## src/design/rfl_pkg.sv

```systemverilog
// Shared types and constants for the reply flood limiter.
// Depends on nothing; imported by reply_flood_limiter and tb_top.
package rfl_pkg;

    // Window store geometry
    localparam int WINDOW_MAX = 16;
    localparam int IDX_W      = $clog2(WINDOW_MAX);
    localparam int CNT_W      = $clog2(WINDOW_MAX + 1);

    // Field widths
    localparam int TIME_W   = 32;
    localparam int LEN_W    = 12;
    localparam int SLOT_W   = 16;
    localparam int TOTAL_W  = 20;
    localparam int WIN_W    = 5;
    localparam int IGNORE_W = 16;
    localparam int CFG_W    = 20;
    localparam int CFG_IDX_W = 2;

    localparam logic [SLOT_W-1:0]  SLOT_MAX  = '1;
    localparam logic [TOTAL_W-1:0] TOTAL_MAX = '1;

    // Register indexes of the configuration port
    localparam logic [CFG_IDX_W-1:0] REG_LIMIT_ENABLE   = 2'd0;
    localparam logic [CFG_IDX_W-1:0] REG_WINDOW_SECONDS = 2'd1;
    localparam logic [CFG_IDX_W-1:0] REG_FLOOD_BYTES    = 2'd2;
    localparam logic [CFG_IDX_W-1:0] REG_IGNORE_SECONDS = 2'd3;

    // Sequencer states
    typedef enum logic [2:0] {
        ST_IDLE,
        ST_CALC,
        ST_SHIFT,
        ST_ADD,
        ST_SUM,
        ST_JUDGE,
        ST_RESOLVE,
        ST_OUT
    } rfl_state_t;

endpackage

```

## src/design/reply_flood_limiter.sv

```systemverilog
// Reply flood limiter: sliding-window byte-rate limiter for outgoing replies.
// Depends on rfl_pkg for widths, register indexes and the sequencer state type.
//
// Each input transaction is one pending reply (time in seconds, byte length); each
// produces one result transaction. A small sequencer drives two saturating adders
// over a 16-slot per-second byte store: it shifts the store once per elapsed second
// (at most the window size), adds the length to the current slot, then walks the
// window summing one slot a cycle; the effective window is 1..16 slots. The result
// is loaded into the output register once that register is free, and the sequencer
// returns to idle as it does so. A new item is accepted as soon as the sequencer is
// idle, even while the previous result still waits in the output register.
// Configuration writes are taken at any time and belong in idle periods; writing the
// window size clears the store in the same cycle. No clearing pass after reset.
module reply_flood_limiter
    import rfl_pkg::*;
(
    input  logic                 aclk,
    input  logic                 aresetn,
    // Input stream
    input  logic                 s_tvalid,
    output logic                 s_tready,
    input  logic [47:0]          s_tdata,   // [31:0] now_seconds, [43:32] reply_length
    // Result stream
    output logic                 m_tvalid,
    input  logic                 m_tready,
    output logic [23:0]          m_tdata,   // [0] send_reply, [1] suspended,
                                            // [2] flood_started, [3] flood_ended,
                                            // [23:4] window_total
    // Configuration write port
    input  logic                 cfg_we,
    input  logic [CFG_IDX_W-1:0] cfg_index,
    input  logic [CFG_W-1:0]     cfg_wdata
);

    rfl_state_t state_reg, state_next;

    logic                cfg_enable_reg;
    logic [WIN_W-1:0]    cfg_window_reg;
    logic [TOTAL_W-1:0]  cfg_flood_reg;
    logic [IGNORE_W-1:0] cfg_ignore_reg;

    logic [TIME_W-1:0]   now_reg;
    logic [LEN_W-1:0]    len_reg;
    logic [TIME_W-1:0]   last_time_reg;
    logic                last_valid_reg;
    logic [TIME_W-1:0]   susp_start_reg;
    logic                susp_active_reg;
    logic                was_active_reg;

    logic [SLOT_W-1:0]   slot_reg [WINDOW_MAX];
    logic [CNT_W-1:0]    cnt_reg;
    logic [CNT_W-1:0]    idx_reg;
    logic [TOTAL_W-1:0]  total_reg;

    logic                res_send_reg, res_susp_reg, res_start_reg, res_end_reg;
    logic                m_valid_reg;
    logic [23:0]         m_data_reg;

    logic [CNT_W-1:0]    win_eff;
    logic [TIME_W-1:0]   delta;
    logic [CNT_W-1:0]    shift_cnt;
    logic [SLOT_W:0]     slot_sum;
    logic [TOTAL_W:0]    acc_sum;
    logic [TOTAL_W-1:0]  acc_sat;
    logic [TIME_W:0]     susp_end;
    logic                hold_off;
    logic                s_fire;
    logic                out_free;

    assign s_tready = (state_reg == ST_IDLE);
    assign s_fire   = s_tvalid && s_tready;
    assign m_tvalid = m_valid_reg;
    assign m_tdata  = m_data_reg;
    assign out_free = !m_valid_reg || m_tready;

    // Clamp the window size into 1..WINDOW_MAX
    always_comb begin
        if (cfg_window_reg == '0) begin
            win_eff = CNT_W'(1);
        end else if (32'(cfg_window_reg) > WINDOW_MAX) begin
            win_eff = CNT_W'(WINDOW_MAX);
        end else begin
            win_eff = CNT_W'(cfg_window_reg);
        end
    end

    // Elapsed seconds; first reply and backward time count as zero
    always_comb begin
        if (last_valid_reg && (now_reg > last_time_reg)) begin
            delta = now_reg - last_time_reg;
        end else begin
            delta = '0;
        end
        if (delta > 32'(win_eff)) begin
            shift_cnt = win_eff;
        end else begin
            shift_cnt = CNT_W'(delta);
        end
    end

    // Shared saturating adders: current slot plus length, running total plus slot
    always_comb begin
        slot_sum = {1'b0, slot_reg[0]} + (SLOT_W + 1)'(len_reg);
        acc_sum  = {1'b0, total_reg} + (TOTAL_W + 1)'(slot_reg[idx_reg[IDX_W-1:0]]);
        acc_sat  = (acc_sum > {1'b0, TOTAL_MAX}) ? TOTAL_MAX : acc_sum[TOTAL_W-1:0];
    end

    // Suspension covers now up to start + ignore, without wrap
    assign susp_end = {1'b0, susp_start_reg} + (TIME_W + 1)'(cfg_ignore_reg);
    assign hold_off = susp_active_reg && ({1'b0, now_reg} <= susp_end);

    // State register
    always_ff @(posedge aclk) begin
        if (!aresetn) begin
            state_reg <= ST_IDLE;
        end else begin
            state_reg <= state_next;
        end
    end

    // Next state
    always_comb begin
        state_next = state_reg;
        unique case (state_reg)
            ST_IDLE:    if (s_fire) state_next = ST_CALC;
            ST_CALC:    state_next = ST_SHIFT;
            ST_SHIFT:   if (cnt_reg == '0) state_next = ST_ADD;
            ST_ADD:     state_next = ST_SUM;
            ST_SUM:     if (idx_reg == win_eff - CNT_W'(1)) state_next = ST_JUDGE;
            ST_JUDGE:   state_next = ST_RESOLVE;
            ST_RESOLVE: state_next = ST_OUT;
            ST_OUT:     if (out_free) state_next = ST_IDLE;
            default:    state_next = ST_IDLE;
        endcase
    end

    // Configuration registers
    always_ff @(posedge aclk) begin
        if (!aresetn) begin
            cfg_enable_reg <= 1'b1;
            cfg_window_reg <= WIN_W'(5);
            cfg_flood_reg  <= TOTAL_W'(256);
            cfg_ignore_reg <= IGNORE_W'(10);
        end else if (cfg_we) begin
            unique case (cfg_index)
                REG_LIMIT_ENABLE:   cfg_enable_reg <= cfg_wdata[0];
                REG_WINDOW_SECONDS: cfg_window_reg <= cfg_wdata[WIN_W-1:0];
                REG_FLOOD_BYTES:    cfg_flood_reg  <= cfg_wdata[TOTAL_W-1:0];
                REG_IGNORE_SECONDS: cfg_ignore_reg <= cfg_wdata[IGNORE_W-1:0];
            endcase
        end
    end

    // Per-second byte store: clear, shift one second, add the reply
    always_ff @(posedge aclk) begin
        if (!aresetn || (cfg_we && cfg_index == REG_WINDOW_SECONDS)) begin
            for (int i = 0; i < WINDOW_MAX; i++) slot_reg[i] <= '0;
        end else if (state_reg == ST_SHIFT && cnt_reg != '0) begin
            for (int i = 0; i < WINDOW_MAX; i++) begin
                if (i < int'(win_eff)) begin
                    slot_reg[i] <= (i == 0) ? '0 : slot_reg[(i == 0) ? 0 : i - 1];
                end
            end
        end else if (state_reg == ST_ADD) begin
            slot_reg[0] <= slot_sum[SLOT_W] ? SLOT_MAX : slot_sum[SLOT_W-1:0];
        end
    end

    // Sequencer datapath and control state
    always_ff @(posedge aclk) begin
        if (!aresetn) begin
            last_time_reg   <= '0;
            last_valid_reg  <= 1'b0;
            susp_start_reg  <= '0;
            susp_active_reg <= 1'b0;
        end else begin
            unique case (state_reg)
                ST_IDLE: begin
                    if (s_fire) begin
                        now_reg <= s_tdata[TIME_W-1:0];
                        len_reg <= s_tdata[TIME_W +: LEN_W];
                    end
                end
                ST_CALC: begin
                    cnt_reg        <= shift_cnt;
                    last_time_reg  <= now_reg;
                    last_valid_reg <= 1'b1;
                    was_active_reg <= susp_active_reg;
                end
                ST_SHIFT: begin
                    if (cnt_reg != '0) cnt_reg <= cnt_reg - CNT_W'(1);
                end
                ST_ADD: begin
                    idx_reg   <= '0;
                    total_reg <= '0;
                end
                ST_SUM: begin
                    total_reg <= acc_sat;
                    idx_reg   <= idx_reg + CNT_W'(1);
                end
                ST_JUDGE: begin
                    // Restart suspension when the window reaches the threshold
                    if (total_reg >= cfg_flood_reg) begin
                        susp_start_reg  <= now_reg;
                        susp_active_reg <= 1'b1;
                    end
                end
                ST_RESOLVE: begin
                    res_send_reg  <= !cfg_enable_reg || !hold_off;
                    res_susp_reg  <= cfg_enable_reg && hold_off;
                    res_start_reg <= cfg_enable_reg && hold_off && !was_active_reg;
                    res_end_reg   <= cfg_enable_reg && !hold_off && was_active_reg;
                    if (!cfg_enable_reg || !hold_off) begin
                        susp_active_reg <= 1'b0;
                        susp_start_reg  <= '0;
                    end
                end
                default: ;
            endcase
        end
    end

    // Output register: load a finished result, drop it once taken
    always_ff @(posedge aclk) begin
        if (!aresetn) begin
            m_valid_reg <= 1'b0;
        end else if (state_reg == ST_OUT && out_free) begin
            m_valid_reg <= 1'b1;
            m_data_reg  <= {total_reg, res_end_reg, res_start_reg,
                            res_susp_reg, res_send_reg};
        end else if (m_tready) begin
            m_valid_reg <= 1'b0;
        end
    end

    // Send and suspended are always complementary
    assert property (@(posedge aclk) disable iff (!aresetn)
        m_tvalid |-> (m_tdata[0] != m_tdata[1]))
        else $error("send_reply and suspended agree");

    // A suspension cannot both begin and end on one item
    assert property (@(posedge aclk) disable iff (!aresetn)
        m_tvalid |-> !(m_tdata[2] && m_tdata[3]))
        else $error("flood_started and flood_ended both set");

    // Never shift more seconds than the window holds
    assert property (@(posedge aclk) disable iff (!aresetn)
        (state_reg == ST_SHIFT) |-> (cnt_reg <= win_eff))
        else $error("shift count exceeds window");

    // The summing walk stays inside the window
    assert property (@(posedge aclk) disable iff (!aresetn)
        (state_reg == ST_SUM) |-> (idx_reg < win_eff))
        else $error("sum index outside window");

endmodule

```

## config.mk

```make
export PLATFORM = sky130hd
export DESIGN_NAME = reply_flood_limiter
export DESIGN_NICKNAME = d
export VERILOG_FILES = /design/src/design/rfl_pkg.sv /design/src/design/reply_flood_limiter.sv
export SDC_FILE = /design/constraint.sdc
export NUM_CORES = 1
export LEC_CHECK = 0
export ABC_AREA = 1
export BUFFER_PORTS_ARGS = -buffer_cell sky130_fd_sc_hd__buf_2
export CORE_ASPECT_RATIO = 1.25
export CORE_MARGIN = 4
export CORE_UTILIZATION = 25
export CTS_BUF_LIST = sky130_fd_sc_hd__clkbuf_8
export DETAILED_ROUTE_END_ITERATION = 16
export PLACE_DENSITY_LB_ADDON = 0.25
export SYNTH_ARGS = -nofsm -noshare
export SYNTH_HDL_FRONTEND = slang
export SYNTH_SLANG_ARGS = --single-unit
```

## constraint.sdc

```tcl
create_clock -name aclk -period 3.55 [get_ports aclk]
set_input_delay 0.71 -clock aclk [delete_from_list [all_inputs] [get_ports aclk]]
set_output_delay 0.71 -clock aclk [all_outputs]
set_load 0.01 [all_outputs]
```

Word level (Yosys, flattened, before mapping)
Memory sizes are Yosys's and may differ from the RTL's. A register that Yosys moved wholly into a read port is not among the register bits.
Index checks and enable logic that the tools add are counted.

storage, ports and cells
  logic and storage cells = 236
  RAM bits = 256
  register bits after elaboration = 215
  memories = 1

memories
  memory    words  width  rd ports  clocked after memory_dff  write ports  line                       source
  slot_reg  16     16     16        1                         16           reply_flood_limiter.sv:50  logic [SLOT_W-1:0] slot_reg [WINDOW_MAX];

cells by class
  reductions and logical operators = 39
  magnitude comparators = 22
  bitwise logic cells = 17
  add/sub/neg operators = 7
  equal/unequal tests = 18
  multiplexer cells = 111

operators with widths
  kind                                                                          number
  16-bit 2-to-1 mux                                                             18
  32-bit 2-to-1 mux                                                             3
  1-bit 2-to-1 mux                                                              74
  32-bit one-hot mux with 2 select lines                                        1
  4-bit by 5-bit less-than comparator with 1-bit output (first input constant)  8
  20-bit one-hot mux with 2 select lines                                        1
  32-bit by 16-bit adder with 33-bit output                                     1
  32-bit by 33-bit <= comparator with 1-bit output                              1
  32-bit > comparator                                                           1
  32-bit by 5-bit > comparator with 1-bit output                                1
  32-bit subtractor                                                             1
  3-bit one-hot mux with 8 select lines                                         1
  20-bit by 16-bit adder with 21-bit output                                     1
  21-bit by 20-bit > comparator with 1-bit output (second input constant)       1
  20-bit greater-or-equal comparator                                            1
  3-bit by 5-bit less-than comparator with 1-bit output (first input constant)  4
  20-bit 2-to-1 mux                                                             1
  5-bit 2-to-1 mux                                                              4
  5-bit one-hot mux with 2 select lines                                         2
  16-bit by 12-bit adder with 17-bit output                                     1
  1-bit bitwise OR                                                              17
  2-bit AND reduction                                                           8
  3-bit equality test (second input constant)                                   4
  3-bit 2-to-1 mux                                                              4
  other kinds (24)                                                              55

Logic depth before layout (Yosys ltp)
Gate-level depths: netlist of run 1.

  depth in word-level cells = 10
  gate-level depth with buffers = 32

Worst setup path before layout of run 1
OpenSTA, ideal clock, no wires.

  path kind = register to register
  start point = register with a tool-made name
  end point = register total_reg[10], data pin
  clock period less this slack = 3.842 ns
  library setup time = 0.270 ns
  required time = 3.280 ns
  path slack = -0.292 ns
  cell stages (with the launch flop) = 24
  arrival = 3.572 ns
  buffers on the path = 4
  path through = dfxtp_1 -> clkbuf_1 -> clkbuf_1 -> clkbuf_1 -> nor2_1 -> a21oi_1 -> o21ai_0 -> o221ai_1 -> nand2_1 -> ha_1 -> fa_1 -> nand3_1 -> nand2_1 -> a21oi_1 -> o21ai_1 -> inv_1 -> nor2_1 -> nor2_1 -> o21ai_2 -> a21boi_1 -> o21ai_2 -> nand3_2 -> buf_2 -> a31oi_1

RTL lines
  what                  line                        source
  end signal, assigned  reply_flood_limiter.sv:198  total_reg <= acc_sat;
  end, declared         reply_flood_limiter.sv:53   logic [TOTAL_W-1:0] total_reg;

Worst setup path in the final report of run 1
  start point = register cfg_ignore_reg[2]
  end point = register susp_start_reg[30]

on the way
  cells in the longest elaborated chain, start to end = 7

RTL lines
  what                                              line                        source
  start, declared                                   reply_flood_limiter.sv:40   logic [IGNORE_W-1:0] cfg_ignore_reg;
  start signal, assigned                            reply_flood_limiter.sv:149  REG_IGNORE_SECONDS: cfg_ignore_reg <= cfg_wdata[IGNORE_W-1:0];
  32-bit by 16-bit adder with 33-bit output         reply_flood_limiter.sv:109  assign susp_end = {1'b0, susp_start_reg} + (TIME_W + 1)'(cfg_ignore_reg);
  32-bit by 33-bit <= comparator with 1-bit output  reply_flood_limiter.sv:110  assign hold_off = susp_active_reg && ({1'b0, now_reg} <= susp_end);
  1-bit logical AND                                 reply_flood_limiter.sv:110
  1-bit zero test                                   reply_flood_limiter.sv:213  if (!cfg_enable_reg || !hold_off) begin
  1-bit logical OR                                  reply_flood_limiter.sv:213
  2-bit inequality test (no source line)            -
  3-bit AND reduction (no source line)              -
  end signal, assigned                              reply_flood_limiter.sv:204  susp_start_reg <= now_reg;
  end, declared                                     reply_flood_limiter.sv:46   logic [TIME_W-1:0] susp_start_reg;

Every way passes these cells.
A chain may end at the register's enable or synchronous reset.

==> reports/metrics.cfg, run 1 <==
[setup_path]
crit_fanout = 8
r2r_end = susp_start_reg[30]
crit_path_end_kind = flip-flop
max_stage_delay_ns = 0.34
cp-start-kind = flip-flop
ff2ff_setup_slack_ns = -0.46
cpMaxStageDelayCell = nor4_4
reg2regPathDepth = 25
path_delay_family = simple AND/OR/NAND/NOR gates
worstPathRequired_ns = 4.15
path_class = reg2reg
path_buf_inv = 2
r2r-start = cfg_ignore_reg[2]
cp.arrival_ns = 4.62

[finish]
multi_input_area_um2 = 12600
largest_register_ffs = 256
drive_gt1_share_pct = 21.3
design_area_um2 = 33100
area_delta_synth_final_pct = 27.9
final_nets = 3864
fin_cells = 5052
fillCellCount = 10800
final-seq-area_um2 = 12000

[clocking]
clock-sinks = 475
clk_path_buf_depth = 3
cts_tree = done
cts_root_buffer = clkbuf_8
path_clk_slew_ns = 0.06
h-tree-depth = 3
clk_latency_ns = 0.74
cts_buffers = 88

[route]
vias = 22500
drc = 0
drt_first_pass_iters = 8
via_per_inst = 4.45
drtIter0Drc = 1213
wl_mm = 79.0
ant_nets = 0
detail_route.wl_per_cell_um = 15.6

[power]
pwr-share-clk_pct = 33.6
seqPwrFrac_pct = 40.7
power_density_nw_per_um2 = 472
pwr-share-comb_pct = 25.7
vdd_ir_drop_max_uv = 277
power_uw = 15600
netSwitchingFraction_pct = 32.7
switchingPower_uw = 5110
leakagePower_uw = 0.0140
internal_power_uw = 10500

[min_path]
whs_path_depth = 1
min_from = s_tdata[29]
hold_end = now_reg[29]
hp-class = in2reg

[timing]
setup_slack_ns = -0.463
rsz0062_at_grt = true
min_period_ns = 4.01
fin_crit_sh_pct = 113
finalClockSkew_ns = 0.0509
finalSetupViolCount = 43
fmaxAchievable_ghz = 0.249
finalMaxSlewViolations = 0
hold_viol_final = 0
relSlewSlack_pct = 34.5
tightest_slew_ns = 0.981

[yosys]
synth_top_flop_cell = edfxtp_1
synth_area_leaders = edfxtp_1 (29%), dfxtp_1 (18%), a21oi_1 (8.3%), nand2_1 (7.5%), ha_1 (6.7%)
yosysUniqueCellTypes = 55
yosys_warnings = 0
syn_area_per_cell_um2 = 7.97
yosysTopAreaCell = edfxtp_1
synth_edf_count = 247
synth_area_um2 = 25900
yosysSeqAreaShare_pct = 46.3
ys_async_sr_fraction_pct = 0
ys_ff_latch = 475
synthCells = 3247
synth_nets = 3464
yosys.area.top_type_share_pct = 28.7

[floorplanning]
coreArea_um2 = 102000
start_util_pct = 25.3
dieHeight_um = 368
die_w_um = 296
rows = 131
io-pin-count = 101
die_area_um2 = 109000

[run]
cap_violations = 0

[grt]
grt_pass1_wl_mm = 121
grt_overflow_total = 0
grt_max_degree = 101
antenna_found_initial = 3
grt_pass1_vias = 21800
grtUsageTotal_pct = 14.1

[placement]
dp_hpwl_mm = 58.0
post-place-cells = 4842
port_buffers = 96
gp_congestion = 0.889
dp_slack_ns = -0.699
postPlaceCellArea_um2 = 29900

[run_status]
status = finished, violations left
violations = setup timing

final cells by class:
cell class	instances	area share, %
Antenna cell	1	0.00756
Tap cell	1330	5.03
Clock buffer	96	3.99
Inverter	458	5.21
Multi-Input combinational cell	2184	38.1
Clock inverter	68	1.25
Timing Repair Buffer	440	10.2
Sequential cell	475	36.3
metrics by stage:
| step | TNS [ns] | utilization (%) | hold slack (ns) |
|---|---|---|---|
| after floorplan | 0 | - | 0.400 |
| after global placement | -31.14 | 29.2 | 0.444 |
| after detailed placement | -32.08 | 29.2 | 0.445 |
| after CTS | -15.79 | 31.5 | 0.0482 |
| after global routing | -28.65 | 32.3 | 0.0903 |
| final | -14.76 | 32.3 | 0.154 |
synthesized netlist by cell type, types with 11 or more instances:
library cell	count
nand2_1	519
inv_1	444
a21oi_1	428
nor2_1	370
o21ai_0	332
edfxtp_1	247
dfxtp_1	228
ha_1	138
nand3_1	106
clkbuf_1	103
xor2_1	40
o21ai_1	27
xnor2_1	26
nand4_1	24
o211ai_1	22
nor3_1	20
buf_2	17
nand2_2	12
inv_2	11
worst max-delay path by stage:
| stage | start | endpoint | slack, ns | depth (start not counted) |
|---|---|---|---|---|
| 2_1_floorplan | cfg_ignore_reg[4] | susp_start_reg[2] | 0.01 | 29 |
| 6_report | cfg_ignore_reg[2] | susp_start_reg[30] | -0.46 | 25 |
| 4_1_cts | susp_start_reg[4] | susp_start_reg[17] | -0.43 | 24 |
| 5_1_grt | susp_start_reg[0] | susp_start_reg[18] | -0.76 | 26 |
| 3_5_place_dp | susp_start_reg[0] | susp_start_reg[25] | -0.70 | 26 |
| 3_3_place_gp | susp_start_reg[0] | susp_start_reg[25] | -0.69 | 26 |
power by group through the flow:
stage | Sequential, uW | Combinational, uW | Clock [uW]
after floorplan | 6420 | 2280 | 0
after global placement | 6470 | 3670 | 0
after detailed placement | 6480 | 3690 | 0
after CTS | 6370 | 3860 | 5490
after global routing | 6400 | 4500 | 5730
final | 6370 | 4020 | 5250
what timing repair did:
action	in CTS	in global routing
pin swaps	36	102
hold buffers	0	0
gates cloned	3	8
setup buffers	19	19
endpoints found under the setup margin	62	62
resized for setup	116	142
cell families after synthesis:
family,count (synthesis),share of synthesized area (%)
adder cells (fa/ha/maj),142,6.98
flip-flops,475,46.3
XOR/XNOR,66,2.23
buffers and inverters,590,8.70
multiplexers,5,0.203
AND/OR/NAND/NOR,1090,17.4
AO/OA/AOI/OAI,879,18.2
per-layer routing:
metal	part of all wire, %	wire length, um	vias up	global-route usage [%]
met5	0	0	-	0
met4	2.5	1990	0	4.29
met3	3.8	3030	129	2.21
met2	48	38300	367	24.4
met1	45	35700	10300	18.0
li1	-	-	11700	-
cells in the final DEF, fill, tap and decap left out, drive strengths merged, types with 8 or more instances in the layout:
cell,instances
nand2,536
inv,503
buf,435
a21oi,433
nor2,380
o21ai,364
edfxtp,247
dfxtp,228
ha,138
nand3,108
clkbuf,101
xor2,40
xnor2,26
nand4,24
o211ai,22
nor3,22
clkinv,19
a31oi,12
o221ai,10
or2,8
worst reg2reg max path, cell delays in order (launching register included):
cell and delay, ns:
dfxtp_2 0.33, ha_4 0.26, a21oi_2 0.14, nand2_2 0.08
nand2_1 0.07, o211ai_1 0.15, a21boi_2 0.22, o21ai_2 0.10
nand2_1 0.09, nand2_2 0.07, a21oi_4 0.24, buf_6 0.13
xor2_1 0.05, ha_1 0.27, nand2_1 0.07, nor4_4 0.34
nand2_4 0.08, nor4_4 0.28, a31oi_1 0.08, nand2_2 0.14
nand3_4 0.11, nand2_8 0.12, nand2_8 0.10, clkbuf_16 0.22
a21oi_1 0.12, nor2_1 0.05
Note: power is estimated with default switching activity, not from simulation.
==> inputs of run 2 (changes only) <==
BUFFER_PORTS_ARGS = not set   (was -buffer_cell sky130_fd_sc_hd__buf_2)
DONT_BUFFER_PORTS = 1   (was not set)
==> run 2 against run 1 <==
  * Register-to-register slack worse by 0.04 ns
  * Utilization up 0.076 points
  * The run still ends with setup timing left
  * Clock power grew 4.2%
  * Final cell count is 1.5% lower
  * Count of clock-buffer cells in the layout up 7
  * Sequential power hardly changed
  * Design area is 0.23% higher
==> reports/metrics.cfg, run 2 (synthesized netlist as in run 1, its figures left out) <==
[clocking]
path_clk_slew_ns = 0.06
cts_root_buffer = clkbuf_8
clock-sinks = 475
clk_latency_ns = 0.73
clk_path_buf_depth = 3
h-tree-depth = 3
cts_buffers = 88
cts_tree = done

[grt]
grt_overflow_total = 0
antenna_found_initial = 9
grt_pass1_wl_mm = 121
grtUsageTotal_pct = 14.1
grt_max_degree = 111
grt_pass1_vias = 21500

[power]
vdd_ir_drop_max_uv = 378
netSwitchingFraction_pct = 32.4
internal_power_uw = 10700
power_density_nw_per_um2 = 478
leakagePower_uw = 0.0137
switchingPower_uw = 5140
pwr-share-comb_pct = 25.2
pwr-share-clk_pct = 34.5
seqPwrFrac_pct = 40.2
power_uw = 15900

[setup_path]
path_buf_inv = 7
crit_fanout = 4
crit_path_end = res_end_reg
path_depth = 28
worstPathRequired_ns = 4.12
cp-start-kind = flip-flop
cpMaxStageDelayCell = dfxtp_2
crit_path_end_kind = flip-flop
reg2regPathDepth = 28
cp.arrival_ns = 4.62
path_delay_family = compound AO/OA/AOI/OAI gates
r2r_end = res_end_reg
r2r-start = susp_start_reg[2]
path_class = reg2reg
ff2ff_setup_slack_ns = -0.51
startpoint = susp_start_reg[2]
max_stage_delay_ns = 0.34

[timing]
finalMaxSlewViolations = 0
tightest_slew_ns = 0.975
whs_ns = 0.0887
rsz0062_at_grt = true
finalSetupViolCount = 37
finalClockSkew_ns = 0.0450
min_period_ns = 4.06
setup_slack_ns = -0.507
fmaxAchievable_ghz = 0.247
hold_viol_final = 0
relSlewSlack_pct = 35.0
fin_crit_sh_pct = 114

[finish]
fin_util_pct = 32.4
mostFrequentLayoutCell = nand2_1
fin_cells = 4974
final_cell_mix = nand2_1 (490), inv_1 (473), a21oi_1 (373)
largest_register_ffs = 256
final_nets = 3776
drive_gt1_share_pct = 20.2
area_delta_synth_final_pct = 28.2

[placement]
gp_congestion = 0.852
dp_slack_ns = -0.674
port_buffers = 0
post-place-cells = 4723
dp_hpwl_mm = 58.2

[route]
wl_mm = 78.4
routed.top_layer = met5
via_per_inst = 4.45
drt_first_pass_iters = 5
drtIter0Drc = 1125
dr_wl_met2_mm = 37.9
drc = 0
detail_route.wl_per_cell_um = 15.8
ant_nets = 0
met3_length_mm = 3.92
vias = 22100
met1_length_mm = 34.5

[floorplanning]
dieHeight_um = 368
die_area_um2 = 109000
rows = 131
coreArea_um2 = 102000
start_util_pct = 25.3
die_w_um = 296
io-pin-count = 101

[run]
cap_violations = 0

[run_status]
status = finished, violations left
violations = setup timing

[min_path]
whs_path_depth = 0
hp-class = in2reg

[run 2: cell types whose count changed in the layout (fill, tap and decap cells not counted), moves of 6 or more]
cell / previous run / this run
ha_4: 15 / 22
a21oi_2: 30 / 51
clkbuf_8: 96 / 103
dlygate4sd3_1: 0 / 18
ha_1: 122 / 115
diode_2: 1 / 9
buf_2: 95 / 1
buf_4: 305 / 288
o21ai_0: 297 / 289
a21oi_1: 398 / 373
inv_1: 479 / 473
[run 2: power groups by stage]
stage / combinational, uW / clock (uW) / sequential, uW
floorplan: 2280 / 0 / 6420
global placement: 3530 / 0 / 6470
detailed placement: 3550 / 0 / 6480
CTS: 3760 / 5720 / 6370
global route: 4500 / 5950 / 6410
finish: 4000 / 5470 / 6380
[run 2: layout make-up]
type                    count  area, um2
fillers                 10800      69300
clock inverters            63        412
flip-flops and latches    475      12000
clock buffers             103       1420
well taps                1330       1660
inverters                 458       1720
multi-input cells        2183      12800
diodes                      9       22.5
repair buffers            353       3110
[run 2: worst min-delay path by stage]
stage,to,from,slack (ns)
after floorplan,m_tdata[0],res_send_reg,0.40
after global placement,m_tdata[0],res_send_reg,0.40
after detailed placement,m_tdata[0],res_send_reg,0.40
after CTS,len_reg[11],s_tdata[43],0.003
after global routing,len_reg[10],s_tdata[42],0.03
final,now_reg[20],s_tdata[20],0.09
[run 2: through the flow]
stage / setup TNS (ns) / instance area, um2
2_1_floorplan: 0 / 25900
3_3_place_gp: -27.84 / 29200
3_5_place_dp: -29.49 / 29200
4_1_cts: -16.76 / 32200
5_1_grt: -25.65 / 33200
6_report: -15.34 / 33200
[run 2: what timing repair did]
action	CTS	global route
hold buffers	18	0
pin swaps	55	121
endpoints found under the setup margin	62	62
hold endpoints to repair	18	0
resized for setup	173	162
setup buffers	32	24
cloned	6	4
[run 2: per-layer routing]
metal | up-vias | track usage, %
met5 | - | 0
met1 | 10200 | 17.5
li1 | 11500 | -
met3 | 122 | 3.21
met2 | 355 | 24.4
met4 | 4 | 4.20
